===== src/hdl/gtrm_pkg.sv =====
// shared types and constants for the greedy tile rectangle merge block
package gtrm_pkg;

  // configuration register indexes
  localparam logic [1:0] CFG_ROWS = 2'd0;
  localparam logic [1:0] CFG_COLS = 2'd1;
  localparam logic [1:0] CFG_MASK = 2'd2;

  localparam int unsigned CFG_DATA_W = 64;

  typedef struct packed {
    logic [5:0] tile;
    logic       last_tile;
  } in_req_t;

  typedef struct packed {
    logic       found;
    logic [5:0] part;
    logic [2:0] row_start;
    logic [2:0] col_start;
    logic [2:0] row_end;
    logic [2:0] col_end;
    logic       last_rect;
  } out_req_t;

endpackage


===== src/hdl/greedy_tile_rectangle_merge.sv =====
// top level: tile loading, rectangle scan sequencer and result register
// Tiles load one per cycle while in_stall_o is low, into the grid store in
// row-major order. The request that carries last_tile starts a scan; during the
// scan no tile is taken. The sequencer reads one store entry per cycle through
// registered reads: a skipped cell (marked or empty) passes the read, check and
// advance steps, a non-merging cell the read, check, emit and advance steps, and
// a merging cell reads and tests each edge cell, sets the marks of each cell of
// an accepted edge, ends each growth round in a round step, then emits if it
// grew and advances. Each rectangle waits in a pending register until the next
// one or the end of the scan is known, then moves to the output register; the
// scan stalls in its emit step while both are full. At the end of the scan the
// final result is loaded once the output register is free, then a mark clearing
// pass over all MAX_ROWS*MAX_COLS entries (64 by default) follows; the same pass
// runs after reset.
module greedy_tile_rectangle_merge #(
  parameter int unsigned MAX_ROWS  = 8,
  parameter int unsigned MAX_COLS  = 8,
  parameter int unsigned TYPE_BITS = 6
) (
  input  logic                               clk_i,
  input  logic                               rst_ni,
  input  logic                               cfg_we_i,
  input  logic [1:0]                         cfg_index_i,
  input  logic [gtrm_pkg::CFG_DATA_W-1:0]    cfg_data_i,
  input  logic                               in_valid_i,
  output logic                               in_stall_o,
  input  gtrm_pkg::in_req_t                  in_req_i,
  output logic                               out_valid_o,
  input  logic                               out_stall_i,
  output gtrm_pkg::out_req_t                 out_req_o
);
  import gtrm_pkg::*;

  localparam int unsigned CELLS  = MAX_ROWS * MAX_COLS;
  localparam int unsigned ADDR_W = (CELLS > 1) ? $clog2(CELLS) : 1;
  localparam int unsigned POS_W  = $clog2(CELLS + 1);
  localparam int unsigned RW     = (MAX_ROWS > 1) ? $clog2(MAX_ROWS) : 1;
  localparam int unsigned CW     = (MAX_COLS > 1) ? $clog2(MAX_COLS) : 1;
  localparam int unsigned RCW    = $clog2(MAX_ROWS + 1);
  localparam int unsigned CCW    = $clog2(MAX_COLS + 1);

  typedef enum logic [3:0] {
    S_CLEAR, S_LOAD, S_CELL_RD, S_CELL_CHK, S_COL_RD, S_COL_CHK, S_COL_MARK,
    S_ROW_RD, S_ROW_CHK, S_ROW_MARK, S_ROUND, S_EMIT, S_NEXT, S_DONE
  } state_e;

  // configuration registers
  logic [3:0]  row_cnt_q, col_cnt_q;
  logic [63:0] mask_q;
  always_ff @(posedge clk_i or negedge rst_ni) begin
    if (!rst_ni) begin
      row_cnt_q <= 4'd8;
      col_cnt_q <= 4'd8;
      mask_q    <= '0;
    end else if (cfg_we_i) begin
      case (cfg_index_i)
        CFG_ROWS: row_cnt_q <= cfg_data_i[3:0];
        CFG_COLS: col_cnt_q <= cfg_data_i[3:0];
        CFG_MASK: mask_q    <= cfg_data_i;
        default: ;
      endcase
    end
  end

  // clamped grid dimensions
  logic [RCW-1:0] rows;
  logic [CCW-1:0] cols;
  always_comb begin
    if (row_cnt_q == 4'd0) rows = RCW'(1);
    else if (32'(row_cnt_q) > MAX_ROWS) rows = RCW'(MAX_ROWS);
    else rows = RCW'(row_cnt_q);
    if (col_cnt_q == 4'd0) cols = CCW'(1);
    else if (32'(col_cnt_q) > MAX_COLS) cols = CCW'(MAX_COLS);
    else cols = CCW'(col_cnt_q);
  end
  logic [POS_W-1:0] cells;
  assign cells = POS_W'(rows) * POS_W'(cols);

  state_e            state_q;
  logic [POS_W-1:0]  pos_q;
  logic [ADDR_W-1:0] clr_q;
  logic [RW-1:0]     r0_q, r_q, l_r_q;
  logic [CW-1:0]     c0_q, c_q, l_c_q;
  logic [5:0]        p_q;
  logic              g_q, grew_q;
  logic              pend_valid_q;
  out_req_t          pend_q;
  logic              out_valid_q;
  out_req_t          out_q;

  // store ports
  logic                 tile_we, mark_we, mark_wdata;
  logic [ADDR_W-1:0]    raddr, mwaddr;
  logic [5:0]           tile_rd;
  logic [TYPE_BITS-1:0] tile_rd_n;
  logic                 mark_rd;

  function automatic logic [ADDR_W-1:0] cell_addr(input logic [RW-1:0] r,
                                                  input logic [CW-1:0] c,
                                                  input logic [CCW-1:0] nc);
    logic [ADDR_W+CCW:0] a;
    a = (ADDR_W+CCW+1)'(r) * (ADDR_W+CCW+1)'(nc) + (ADDR_W+CCW+1)'(c);
    return a[ADDR_W-1:0];
  endfunction

  logic load_acc;
  assign in_stall_o = (state_q != S_LOAD);
  assign load_acc   = in_valid_i && (state_q == S_LOAD);
  assign tile_we    = load_acc && (pos_q < cells);

  // read address follows the sequencer phase
  always_comb begin
    case (state_q)
      S_COL_RD: raddr = cell_addr(l_r_q, CW'(c_q + 1'b1), cols);
      S_ROW_RD: raddr = cell_addr(RW'(r_q + 1'b1), l_c_q, cols);
      default:  raddr = cell_addr(r0_q, c0_q, cols);
    endcase
  end

  gtrm_store #(.CELLS(CELLS), .ADDR_W(ADDR_W), .TYPE_W(TYPE_BITS)) u_store (
    .clk_i        (clk_i),
    .rst_ni       (rst_ni),
    .tile_we_i    (tile_we),
    .tile_waddr_i (pos_q[ADDR_W-1:0]),
    .tile_wdata_i (in_req_i.tile[TYPE_BITS-1:0]),
    .tile_raddr_i (raddr),
    .tile_rdata_o (tile_rd_n),
    .mark_we_i    (mark_we),
    .mark_waddr_i (mwaddr),
    .mark_wdata_i (mark_wdata),
    .mark_raddr_i (raddr),
    .mark_rdata_o (mark_rd)
  );
  assign tile_rd = 6'(tile_rd_n);

  logic out_free, emit_go;
  assign out_free = !out_valid_q || !out_stall_i;
  assign emit_go  = !pend_valid_q || out_free;

  // mark writes: clearing pass, accepted edges, the start cell on emit
  always_comb begin
    mark_we    = 1'b0;
    mark_wdata = 1'b1;
    mwaddr     = cell_addr(r0_q, c0_q, cols);
    case (state_q)
      S_CLEAR: begin
        mark_we    = 1'b1;
        mark_wdata = 1'b0;
        mwaddr     = clr_q;
      end
      S_COL_MARK: begin
        mark_we = 1'b1;
        mwaddr  = cell_addr(l_r_q, c_q, cols);
      end
      S_ROW_MARK: begin
        mark_we = 1'b1;
        mwaddr  = cell_addr(r_q, l_c_q, cols);
      end
      S_EMIT:  mark_we = emit_go;
      default: ;
    endcase
  end

  logic last_cell;
  assign last_cell = (32'(r0_q) + 1 == 32'(rows)) && (32'(c0_q) + 1 == 32'(cols));

  // rectangle built from the current growth
  out_req_t rect_d;
  always_comb begin
    rect_d           = '0;
    rect_d.found     = 1'b1;
    rect_d.part      = p_q;
    rect_d.row_start = 3'(r0_q);
    rect_d.col_start = 3'(c0_q);
    rect_d.row_end   = 3'(r_q);
    rect_d.col_end   = 3'(c_q);
  end

  // output register load: pending rectangle, or the final result
  logic     out_load;
  out_req_t out_d;
  always_comb begin
    out_load = 1'b0;
    out_d    = pend_q;
    case (state_q)
      S_EMIT: out_load = pend_valid_q && out_free;
      S_DONE: begin
        out_load = out_free;
        if (!pend_valid_q) out_d = '0;
        out_d.last_rect = 1'b1;
      end
      default: ;
    endcase
  end

  // result register
  always_ff @(posedge clk_i or negedge rst_ni) begin
    if (!rst_ni) begin
      out_valid_q <= 1'b0;
      out_q       <= '0;
    end else if (out_load) begin
      out_valid_q <= 1'b1;
      out_q       <= out_d;
    end else if (!out_stall_i) begin
      out_valid_q <= 1'b0;
    end
  end

  // scan sequencer with pending rectangle
  always_ff @(posedge clk_i or negedge rst_ni) begin
    if (!rst_ni) begin
      state_q      <= S_CLEAR;
      pos_q        <= '0;
      clr_q        <= '0;
      r0_q         <= '0;
      c0_q         <= '0;
      r_q          <= '0;
      c_q          <= '0;
      l_r_q        <= '0;
      l_c_q        <= '0;
      p_q          <= '0;
      g_q          <= 1'b0;
      grew_q       <= 1'b0;
      pend_valid_q <= 1'b0;
      pend_q       <= '0;
    end else begin
      case (state_q)
        S_CLEAR: begin
          if (clr_q == ADDR_W'(CELLS - 1)) begin
            clr_q   <= '0;
            state_q <= S_LOAD;
          end else begin
            clr_q <= ADDR_W'(clr_q + 1'b1);
          end
        end
        S_LOAD: begin
          if (load_acc) begin
            if (tile_we) pos_q <= POS_W'(pos_q + 1'b1);
            if (in_req_i.last_tile) begin
              r0_q    <= '0;
              c0_q    <= '0;
              state_q <= S_CELL_RD;
            end
          end
        end
        S_CELL_RD: state_q <= S_CELL_CHK;
        S_CELL_CHK: begin
          p_q   <= tile_rd;
          r_q   <= r0_q;
          c_q   <= c0_q;
          g_q   <= 1'b0;
          l_r_q <= r0_q;
          l_c_q <= c0_q;
          if (mark_rd || tile_rd == 6'd0) begin
            grew_q  <= 1'b0;
            state_q <= S_NEXT;
          end else if (!mask_q[tile_rd]) begin
            grew_q  <= 1'b1;
            state_q <= S_EMIT;
          end else begin
            grew_q <= 1'b0;
            if (32'(c0_q) + 1 < 32'(cols)) state_q <= S_COL_RD;
            else if (32'(r0_q) + 1 < 32'(rows)) state_q <= S_ROW_RD;
            else state_q <= S_ROUND;
          end
        end
        S_COL_RD: state_q <= S_COL_CHK;
        S_COL_CHK: begin
          if (tile_rd != p_q) begin
            // column fails; try the row
            l_c_q   <= c0_q;
            state_q <= (32'(r_q) + 1 < 32'(rows)) ? S_ROW_RD : S_ROUND;
          end else if (l_r_q == r_q) begin
            // whole column matches: widen, then mark it
            c_q     <= CW'(c_q + 1'b1);
            g_q     <= 1'b1;
            grew_q  <= 1'b1;
            l_r_q   <= r0_q;
            state_q <= S_COL_MARK;
          end else begin
            l_r_q   <= RW'(l_r_q + 1'b1);
            state_q <= S_COL_RD;
          end
        end
        S_COL_MARK: begin
          if (l_r_q == r_q) begin
            l_c_q   <= c0_q;
            state_q <= (32'(r_q) + 1 < 32'(rows)) ? S_ROW_RD : S_ROUND;
          end else begin
            l_r_q <= RW'(l_r_q + 1'b1);
          end
        end
        S_ROW_RD: state_q <= S_ROW_CHK;
        S_ROW_CHK: begin
          if (tile_rd != p_q) begin
            state_q <= S_ROUND;
          end else if (l_c_q == c_q) begin
            // whole row matches: extend, then mark it
            r_q     <= RW'(r_q + 1'b1);
            g_q     <= 1'b1;
            grew_q  <= 1'b1;
            l_c_q   <= c0_q;
            state_q <= S_ROW_MARK;
          end else begin
            l_c_q   <= CW'(l_c_q + 1'b1);
            state_q <= S_ROW_RD;
          end
        end
        S_ROW_MARK: begin
          if (l_c_q == c_q) begin
            state_q <= S_ROUND;
          end else begin
            l_c_q <= CW'(l_c_q + 1'b1);
          end
        end
        S_ROUND: begin
          g_q   <= 1'b0;
          l_r_q <= r0_q;
          l_c_q <= c0_q;
          if (!g_q) state_q <= grew_q ? S_EMIT : S_NEXT;
          else if (32'(c_q) + 1 < 32'(cols)) state_q <= S_COL_RD;
          else if (32'(r_q) + 1 < 32'(rows)) state_q <= S_ROW_RD;
          else state_q <= S_EMIT;
        end
        S_EMIT: begin
          // older rectangle moves out, this one waits as pending
          if (emit_go) begin
            pend_valid_q <= 1'b1;
            pend_q       <= rect_d;
            state_q      <= S_NEXT;
          end
        end
        S_NEXT: begin
          if (last_cell) begin
            state_q <= S_DONE;
          end else begin
            if (32'(c0_q) + 1 == 32'(cols)) begin
              c0_q <= '0;
              r0_q <= RW'(r0_q + 1'b1);
            end else begin
              c0_q <= CW'(c0_q + 1'b1);
            end
            state_q <= S_CELL_RD;
          end
        end
        S_DONE: begin
          // final result leaves, then the marks are cleared
          if (out_free) begin
            pend_valid_q <= 1'b0;
            pos_q        <= '0;
            clr_q        <= '0;
            state_q      <= S_CLEAR;
          end
        end
        default: state_q <= S_CLEAR;
      endcase
    end
  end

  assign out_valid_o = out_valid_q;
  assign out_req_o   = out_q;

  // assertions
  a_no_load_in_scan: assert property (@(posedge clk_i) disable iff (!rst_ni)
    state_q != S_LOAD |-> in_stall_o) else $error("tile taken during scan");
  a_pos_bound: assert property (@(posedge clk_i) disable iff (!rst_ni)
    pos_q <= cells) else $error("load position past grid");
  a_out_hold: assert property (@(posedge clk_i) disable iff (!rst_ni)
    out_valid_o && out_stall_i |=> out_valid_o && $stable(out_req_o))
    else $error("stalled result changed");

endmodule


===== src/hdl/gtrm_store.sv =====
// grid store: tile memory and confirmed-mark memory, registered reads
module gtrm_store #(
  parameter int unsigned CELLS  = 64,
  parameter int unsigned ADDR_W = 6,
  parameter int unsigned TYPE_W = 6
) (
  input  logic              clk_i,
  input  logic              rst_ni,
  input  logic              tile_we_i,
  input  logic [ADDR_W-1:0] tile_waddr_i,
  input  logic [TYPE_W-1:0] tile_wdata_i,
  input  logic [ADDR_W-1:0] tile_raddr_i,
  output logic [TYPE_W-1:0] tile_rdata_o,
  input  logic              mark_we_i,
  input  logic [ADDR_W-1:0] mark_waddr_i,
  input  logic              mark_wdata_i,
  input  logic [ADDR_W-1:0] mark_raddr_i,
  output logic              mark_rdata_o
);

  logic [TYPE_W-1:0] tile_mem [CELLS];
  logic              mark_mem [CELLS];

  // tile memory
  always_ff @(posedge clk_i) begin
    if (tile_we_i) begin
      tile_mem[tile_waddr_i] <= tile_wdata_i;
    end
    tile_rdata_o <= tile_mem[tile_raddr_i];
  end

  // mark memory, one entry written per cycle, cleared by a pass from the sequencer
  always_ff @(posedge clk_i) begin
    if (mark_we_i) begin
      mark_mem[mark_waddr_i] <= mark_wdata_i;
    end
  end

  // registered mark read
  always_ff @(posedge clk_i or negedge rst_ni) begin
    if (!rst_ni) begin
      mark_rdata_o <= 1'b0;
    end else begin
      mark_rdata_o <= mark_mem[mark_raddr_i];
    end
  end

endmodule


===== config.mk =====
export PLATFORM = sky130hd
export DESIGN_NAME = greedy_tile_rectangle_merge
export DESIGN_NICKNAME = d
export VERILOG_FILES = /design/src/hdl/gtrm_pkg.sv /design/src/hdl/greedy_tile_rectangle_merge.sv /design/src/hdl/gtrm_store.sv
export SDC_FILE = /design/constraint.sdc
export NUM_CORES = 1
export LEC_CHECK = 0
export BUFFER_PORTS_ARGS = -buffer_cell sky130_fd_sc_hd__buf_2
export CAP_MARGIN = 10
export CORE_MARGIN = 2
export CORE_UTILIZATION = 40
export CTS_CLUSTER_DIAMETER = 150
export DETAILED_ROUTE_END_ITERATION = 8
export GPL_TIMING_DRIVEN = 0
export MAX_ROUTING_LAYER = met4
export PLACE_DENSITY = 0.67
export SLEW_MARGIN = 10
export SYNTH_ARGS = -nofsm -noshare
export SYNTH_HDL_FRONTEND = slang
export SYNTH_SLANG_ARGS = --single-unit

===== constraint.sdc =====
create_clock -name clk_i -period 5 [get_ports clk_i]
set_clock_uncertainty 0.05 [all_clocks]
set_input_delay 0 -clock clk_i [delete_from_list [all_inputs] [get_ports clk_i]]
set_output_delay 0 -clock clk_i [all_outputs]
set_load 0.005 [all_outputs]

==> results of run 1 <==
==> power by group through the flow <==
stage          Clock (W)  Combinational, W  Sequential [W]
6_report         0.00479            0.0113         0.00638
4_1_cts          0.00481            0.0106         0.00637
3_3_place_gp           0           0.00947         0.00644
5_1_grt          0.00501            0.0119         0.00643
2_1_floorplan          0           0.00610         0.00632
3_5_place_dp           0           0.00966         0.00647
==> worst max-delay path, cell delays in order (launching register included) <==
cell        delay [ns]
dfstp_2           0.67
clkinvlp_4        0.19
o21ai_4           0.13
buf_12            0.15
nor2_4            0.04
fa_1              0.51
inv_1             0.05
fa_1              0.52
fa_1              0.48
nor4bb_4          0.36
o21ai_4           0.12
and3_4            0.22
buf_8             0.14
buf_12            0.12
buf_4             0.12
a211oi_2          0.18
a311o_1           0.21
a211oi_2          0.12
nor4_4            0.33
o211ai_1          0.34
==> registers in the layout, summed over array words and instances, names as in the netlist, 3 cells and up <==
name                  flops
c_q                       3
out_req_o                20
pend_q                   19
u_store.mark_mem         64
p_q                       6
u_store.tile_rdata_o      6
pos_q                     7
u_store.tile_mem        384
l_c_q                     3
mask_q                   64
clr_q                     6
l_r_q                     3
col_cnt_q                 4
state_q                   4
row_cnt_q                 4
r0_q                      3
r_q                       3
c0_q                      3
==> area by class of cell <==
cell class	instances	area, sq um
Sequential cell	611	17500
Clock inverter	24	240
Inverter	58	229
Fill cell	6259	36400
Buffer	134	860
Multi-Input combinational cell	1633	12200
Tap cell	959	1200
Timing Repair Buffer	246	2130
Clock buffer	89	1830
==> metrics by stage <==
step	power, W	cell area (sq um)	TNS, ns	instances
detailed placement	0.0161	31100	-472.51	3498
floorplan	0.0124	29400	-4.09	2438
global route	0.0233	36200	-88.28	3754
global placement	0.0159	31100	-438.92	3496
CTS	0.0218	35600	-3.89	3737
finish	0.0225	36200	-6.42	3754
==> per-layer routing <==
layer	vias to the layer above	track usage, %	wire length [um]
li1	9614	-	-
met1	11100	31.8	35700
met2	1274	40.2	44200
met3	261	4.36	8550
met4	0	9.85	4090
met5	-	-	0
==> path summary, 6_finish.rpt <==
kind,from,end,slack (ns),depth (start not counted)
setup / recovery,col_cnt_q[3]$_DFFE_PN1P_,u_store.tile_rdata_o[5]$_DFF_P_,-0.28,19
hold / removal,in_req_i[0],c0_q[0]$_DFFE_PN0P_,0.03,6
setup reg to reg,col_cnt_q[3]$_DFFE_PN1P_,u_store.tile_rdata_o[5]$_DFF_P_,-0.28,19
hold reg to reg,out_req_o[1]$_DFFE_PN0P_,out_req_o[1]$_DFFE_PN0P_,0.42,2
max in group asynchronous,rst_ni,mask_q[18]$_DFFE_PN0P_,3.84,4
min in group asynchronous,rst_ni,col_cnt_q[3]$_DFFE_PN1P_,0.44,3
==> repair_timing <==
action / CTS / global route
gates cloned: 2 / 0
pin swaps: 71 / 69
endpoints found under the hold margin: 232 / 256
buffers inserted: 54 / 15
hold buffers: 72 / 4
resized for setup: 259 / 91
setup endpoints to repair: 462 / 427
==> cells in the final DEF, fill, tap and decap left out, types with 16 or more instances in the layout <==
cell type and n:
mux2i_1 60, nand2_1 366, mux4_2 17, nor2_4 67, o21ai_0 59, buf_6 30, nor2b_1 19, xor2_1 17
nand3_1 72, ha_1 78, mux2_2 96, and3_1 52, nor3_1 22, buf_12 16, buf_4 57, dlygate4sd3_1 75
a211oi_2 21, dfrtp_1 153, nor2_1 176, and2_1 38, edfxtp_1 448, a311o_1 40, fa_1 18, clkbuf_16 70
xnor2_1 25, a21oi_1 57, buf_2 127, inv_1 47, clkbuf_1 61, a211oi_1 49, a31oi_1 25, nand4_1 27
==> cell families after synthesis <==
group                    after synthesis  share of synthesized area (%)
AO/OA/AOI/OAI                        383                           9.39
XOR/XNOR                              44                           1.35
adder cells (fa/ha/maj)              102                           4.91
buffers and inverters                194                           2.88
flip-flops                           611                           60.0
multiplexers                         173                           7.07
AND/OR/NAND/NOR                      931                           14.4
==> flow_metrics.tcl, run 1 <==
set metrics [dict create \
    status "complete, but fails checks" \
    violations "setup timing" \
    grt_setup_unrepaired "yes" \
    wl_per_cell_um 24.6 \
    drc 0 \
    crit_required_ns 5.34 \
    p_comb_share_pct 50.4 \
    cts_made_buffers 66 \
    ios 100 \
    leakagePower_nw 13.4 \
    routed_wl_um 92500 \
    die_h_um 274 \
    cts_max_level 3 \
    synth_seq_cells 611 \
    path_class "flip-flop to flip-flop" \
    die-area_sq_um 75200 \
    fmax_mhz 189 \
    synth-seq-area-share_pct 60.0 \
    finalSetupViolCount 151 \
    postRouteAntennaNets 0 \
    synthTopCellsByArea "edfxtp_1 46%, dfrtp_1 13%, nand2_1 4.9%" \
    synthFlopType "edfxtp_1" \
    max_slew_margin_pct 15.3 \
    clock_latency_ns 0.64 \
    critical_path.max_fanout 5 \
    synth_edf_count 448 \
    syn_avg_cell_area_sq_um 12.0 \
    ys_warn_count 0 \
    cts_tree "built" \
    grt_first_pass_wirelength_um 137000 \
    worstMarginPinSlew_ns 1.27 \
    end_kind "flip-flop" \
    p_seq_share_pct 28.4 \
    globalplace.congestion 0.941 \
    sw_frac_of_total_pct 43.7 \
    coreArea_sq_um 72600 \
    drive_gt1_share_pct 23.3 \
    hold_class "input pin to flip-flop" \
    port_buffers 99 \
    fin_util_pct 49.8 \
    p_per_area_nw_per_um2 623 \
    synthTopCellsByCount "448 x edfxtp_1, 378 x nand2_1, 246 x nor2_1" \
    synth.top_cell.area_share_pct 46.1 \
    detailroute.via_count 22200 \
    setup_slack_ns -0.282 \
    grt_overflow 0 \
    synth_cells 2438 \
    holdWs_ns 0.0292 \
    cts_num_sinks 611 \
    peakVddDrop_mv 0.380 \
    clk_pin_slew_worst_paths_ns 0.07 \
    drv_slew 0 \
    syn-num-nets 2618 \
    cp.arrival_ns 5.62 \
    grt_max_degree 115 \
    hold_viol 0 \
    yosysTopAreaCell "edfxtp_1" \
    pre_cts_ws_ns -2.52 \
    p_switching_w 0.00985 \
    areaGrowthSynthToFinish_pct 23.8 \
    vias_per_cell 5.92 \
    antenna_cells 0 \
    clkPwrFrac_pct 21.3 \
    start_util_pct 40.2 \
    drv_cap 0 \
    root_buffer "clkbuf_16" \
    synth_cell_types 83 \
    clk_path_buf_depth 3 \
    grt_pass1_vias 22100 \
    critPathLaunchType "flip-flop" \
    synth_area_sq_um 29200 \
    yosysMostFrequentCell "edfxtp_1" \
    firstDrtPassIters 6 \
    intPower_w 0.0127 \
    fp-row-count 99 \
    antenna_found_initial 2 \
    first_iter_violations 2615 \
    async_flop_share_pct 25.7 \
    hpwl_um 61800 \
    fin_nets 2930 \
    fp.dieW_um 274 \
    fin_crit_sh_pct 106 \
    fin_crit_ns 5.28 \
    grt_usage_pct 25.1 \
]
Power figures use the tool's default switching activity.
==> run 2, diff against run 1 <==
--- a/config.mk
+++ b/config.mk
@@ -17,4 +17,5 @@
 export SLEW_MARGIN = 10
 export SYNTH_ARGS = -nofsm -noshare
 export SYNTH_HDL_FRONTEND = slang
+export SYNTH_HIERARCHICAL = 1
 export SYNTH_SLANG_ARGS = --single-unit
==> flow_metrics.tcl, run 2 <==
set metrics [dict create \
    critPathTopFamily "adder cells" \
    root_buffer "clkbuf_16" \
    globalplace.congestion 0.940 \
    hold_viol 0 \
    grt_max_degree 79 \
    fin_util_pct 50.2 \
    crit_top_cell "nor2b_4" \
    layout.cells.non_filler 3259 \
    routed_wl_um 74500 \
    status "complete, but fails checks" \
    synth_cells 1959 \
    slowest_delay_ns 0.55 \
    grt_usage_pct 20.9 \
    yosys.area_share.simple_pct 8.91 \
    cts_max_level 3 \
    fp.dieW_um 270 \
    areaGrowthSynthToFinish_pct 24.1 \
    path_class "flip-flop to flip-flop" \
    reg2reg_depth 21 \
    cts_tree "built" \
    drv_cap 0 \
    cp.arrival_ns 5.56 \
    synth_seq_cells 611 \
    p_per_area_nw_per_um2 326 \
    antenna_found_initial 0 \
    grt_pass1_vias 18900 \
    top_register "u_store/tile_mem" \
    grt_setup_unrepaired "yes" \
    ff2ff_setup_slack_ns -0.30 \
    cts_made_buffers 66 \
    peakVddDrop_mv 0.219 \
    hpwl_um 48900 \
    die_h_um 270 \
    die-area_sq_um 73200 \
    worstMarginPinSlew_ns 1.22 \
    cts_num_sinks 611 \
    synthTopCellsByCount "448 x edfxtp_1, 192 x nor2_1, 162 x nand2_1" \
    final_cell_mix "448 x edfxtp_1, 154 x dfrtp_1, 151 x nand2_1" \
    synthMuxAreaShare_pct 15.2 \
    largest_reg_flops 384 \
    async_flop_share_pct 25.7 \
    grt_first_pass_wirelength_um 114000 \
    fmax_mhz 189 \
    synth_top_family_by_area "multiplexers" \
    max_slew_margin_pct 18.7 \
    design_area_sq_um 35200 \
    drv_slew 0 \
    fp-row-count 97 \
    postRouteAntennaNets 0 \
    synth_compound_area_share_pct 5.54 \
    end_kind "flip-flop" \
    fin_crit_ns 5.30 \
    place_area_sq_um 30200 \
    yosysMostFrequentCell "edfxtp_1" \
    clock_latency_ns 0.62 \
    firstDrtPassIters 6 \
    synth-seq-area-share_pct 61.6 \
    drive_gt1_share_pct 30.9 \
    placed_cells 2999 \
    synth_xor_area_share_pct 1.42 \
    fin_crit_sh_pct 106 \
    crit_chain "buf_6, nor2b_4, buf_8, nand3_4, fa_1, inv_2, fa_1, buf_4, fa_2, xnor2_2, ha_1, a21oi_1, nor2b_4, o21ai_2, and4bb_2, nor2b_4, nor4bb_4, buf_4, nand2_8, nor3_4, buf_6" \
    syn_avg_cell_area_sq_um 14.5 \
    crit_buf_inv 6 \
    finalSetupViolCount 390 \
    wl_per_cell_um 22.9 \
    setup_slack_ns -0.297 \
    vias_per_cell 5.67 \
    holdCritStartpoint "in_req_i[0]" \
    final_common_cell "edfxtp_1" \
    fillers 5736 \
    first_iter_violations 1736 \
    critical_path.max_fanout 7 \
    clk_path_buf_depth 3 \
    synth_fa_ha_area_share_pct 4.96 \
    reg.largest.list "u_store/tile_mem x384, mask_q x64, u_store/mark_mem x64" \
    fin_nets 2445 \
    timing.setup.tns_ns -55.25 \
    antenna_cells 0 \
    synth_edf_count 448 \
    grt_overflow 0 \
    port_buffers 99 \
    yosysTopAreaCell "edfxtp_1" \
    synth.top_cell.area_share_pct 47.4 \
    clk_pin_slew_worst_paths_ns 0.07 \
    slowest_stage "fa_1" \
    rr_startpoint "col_cnt_q[3]$_DFFE_PN1P_" \
    holdWs_ns 0.0364 \
    synth_area_sq_um 28400 \
    whs_endpoint "c0_q[0]$_DFFE_PN0P_" \
    detailroute.via_count 18500 \
    ios 100 \
    synth_cell_types 78 \
    violations "setup timing" \
    synthTopCellsByArea "edfxtp_1 47%, dfrtp_1 14%, mux4_2 9.0%" \
    coreArea_sq_um 70100 \
    synthFlopType "edfxtp_1" \
    critPathLaunchType "flip-flop" \
    ys_warn_count 6 \
    crit_required_ns 5.26 \
    syn-num-nets 2137 \
    hold_class "input pin to flip-flop" \
    start_util_pct 40.5 \
    min_path_cells 6 \
    r2r-end "u_store/tile_mem[33][3]$_DFFE_PP_" \
    leakagePower_nw 12.9 \
    drc 0 \
]
run 2: cell types whose count changed after synthesis, moves of 40 or more:
cell	change
a311o_1	-40
nand2_1	-216
nor2_1	-54
a211oi_1	-70
and3_1	-46
mux4_2	+96
run 2: through the flow:
| step | worst slack (ns) | power [W] |
|---|---|---|
| 4_1_cts | -0.258 | 0.0116 |
| 3_3_place_gp | -2.09 | 0.00626 |
| 2_1_floorplan | -0.00227 | 0.00603 |
| 5_1_grt | -0.482 | 0.0119 |
| 3_5_place_dp | -2.12 | 0.00629 |
| 6_report | -0.297 | 0.0115 |
run 2: worst reg2reg max path, cell delays in order (launching register included):
cell and delay, ns:
dfstp_2 0.40, buf_6 0.13, nor2b_4 0.13, buf_8 0.12
nand3_4 0.08, fa_1 0.55, inv_2 0.05, fa_1 0.49
buf_4 0.15, fa_2 0.37, xnor2_2 0.23, ha_1 0.29
a21oi_1 0.23, nor2b_4 0.06, o21ai_2 0.10, and4bb_2 0.25
nor2b_4 0.29, nor4bb_4 0.39, buf_4 0.22, nand2_8 0.08
nor3_4 0.18, buf_6 0.16
run 2: what timing repair did:
| item | in CTS | in global routing |
|---|---|---|
| gates cloned | 0 | 0 |
| endpoints found under the hold margin | 236 | 83 |
| resized for setup | 232 | 123 |
| setup endpoints to repair | 455 | 424 |
| setup buffers | 53 | 16 |
| pin swaps | 59 | 47 |
| hold buffers | 77 | 2 |
run 2: cell families (layout without fill, tap and decap cells):
logic type / Yosys count / count (layout)
buffers and inverters: 151 / 511
muxes: 266 / 266
xor gates and xnor gates: 46 / 46
and+or+nand+nor: 548 / 548
AOI/OAI and AO/OA: 237 / 237
adders and majority gates: 100 / 100
DFF: 611 / 611
run 2: how the worst max path moves through the flow:
stage	cells past startpoint	start	end	slack (ns)
after floorplan	18	col_cnt_q[3]$_DFFE_PN1P_	u_store/tile_mem[22][0]$_DFFE_PP_	-0.002
after global placement	21	col_cnt_q[3]$_DFFE_PN1P_	u_store/tile_rdata_o[4]$_DFF_P_	-2.09
after detailed placement	21	col_cnt_q[3]$_DFFE_PN1P_	u_store/tile_rdata_o[4]$_DFF_P_	-2.12
after CTS	20	col_cnt_q[3]$_DFFE_PN1P_	u_store/tile_mem[33][3]$_DFFE_PP_	-0.26
after global routing	21	col_cnt_q[3]$_DFFE_PN1P_	u_store/tile_mem[33][3]$_DFFE_PP_	-0.48
final	21	col_cnt_q[3]$_DFFE_PN1P_	u_store/tile_mem[33][3]$_DFFE_PP_	-0.30
run 2: layer usage:
metal / global-route usage, % / part of all wire [%] / up-vias
li1: - / - / 8061
met1: 27.4 / 41 / 9370
met2: 33.2 / 48 / 867
met3: 3.56 / 8.0 / 172
met4: 6.95 / 3.5 / 0
met5: - / 0 / -
run 2: final cells by class:
class                   count  area [sq um]  area share [%]
plain buffers              91           591            1.68
clock buffers              83          1790            5.07
clock inverters            37           514            1.46
inverters                  52           203           0.575
multi-input cells        1197         11400            32.4
flip-flops and latches    611         17500            49.7
well taps                 940          1180            3.34
repair buffers            248          2070            5.87
run 2: report_power, final:
| part | total (W) | switching (W) | internal (W) |
|---|---|---|---|
| clock network | 0.00514 | 0.00206 | 0.00308 |
| logic | 0.000749 | 0.000387 | 0.000362 |
| registers | 0.00561 | 0.0000609 | 0.00555 |
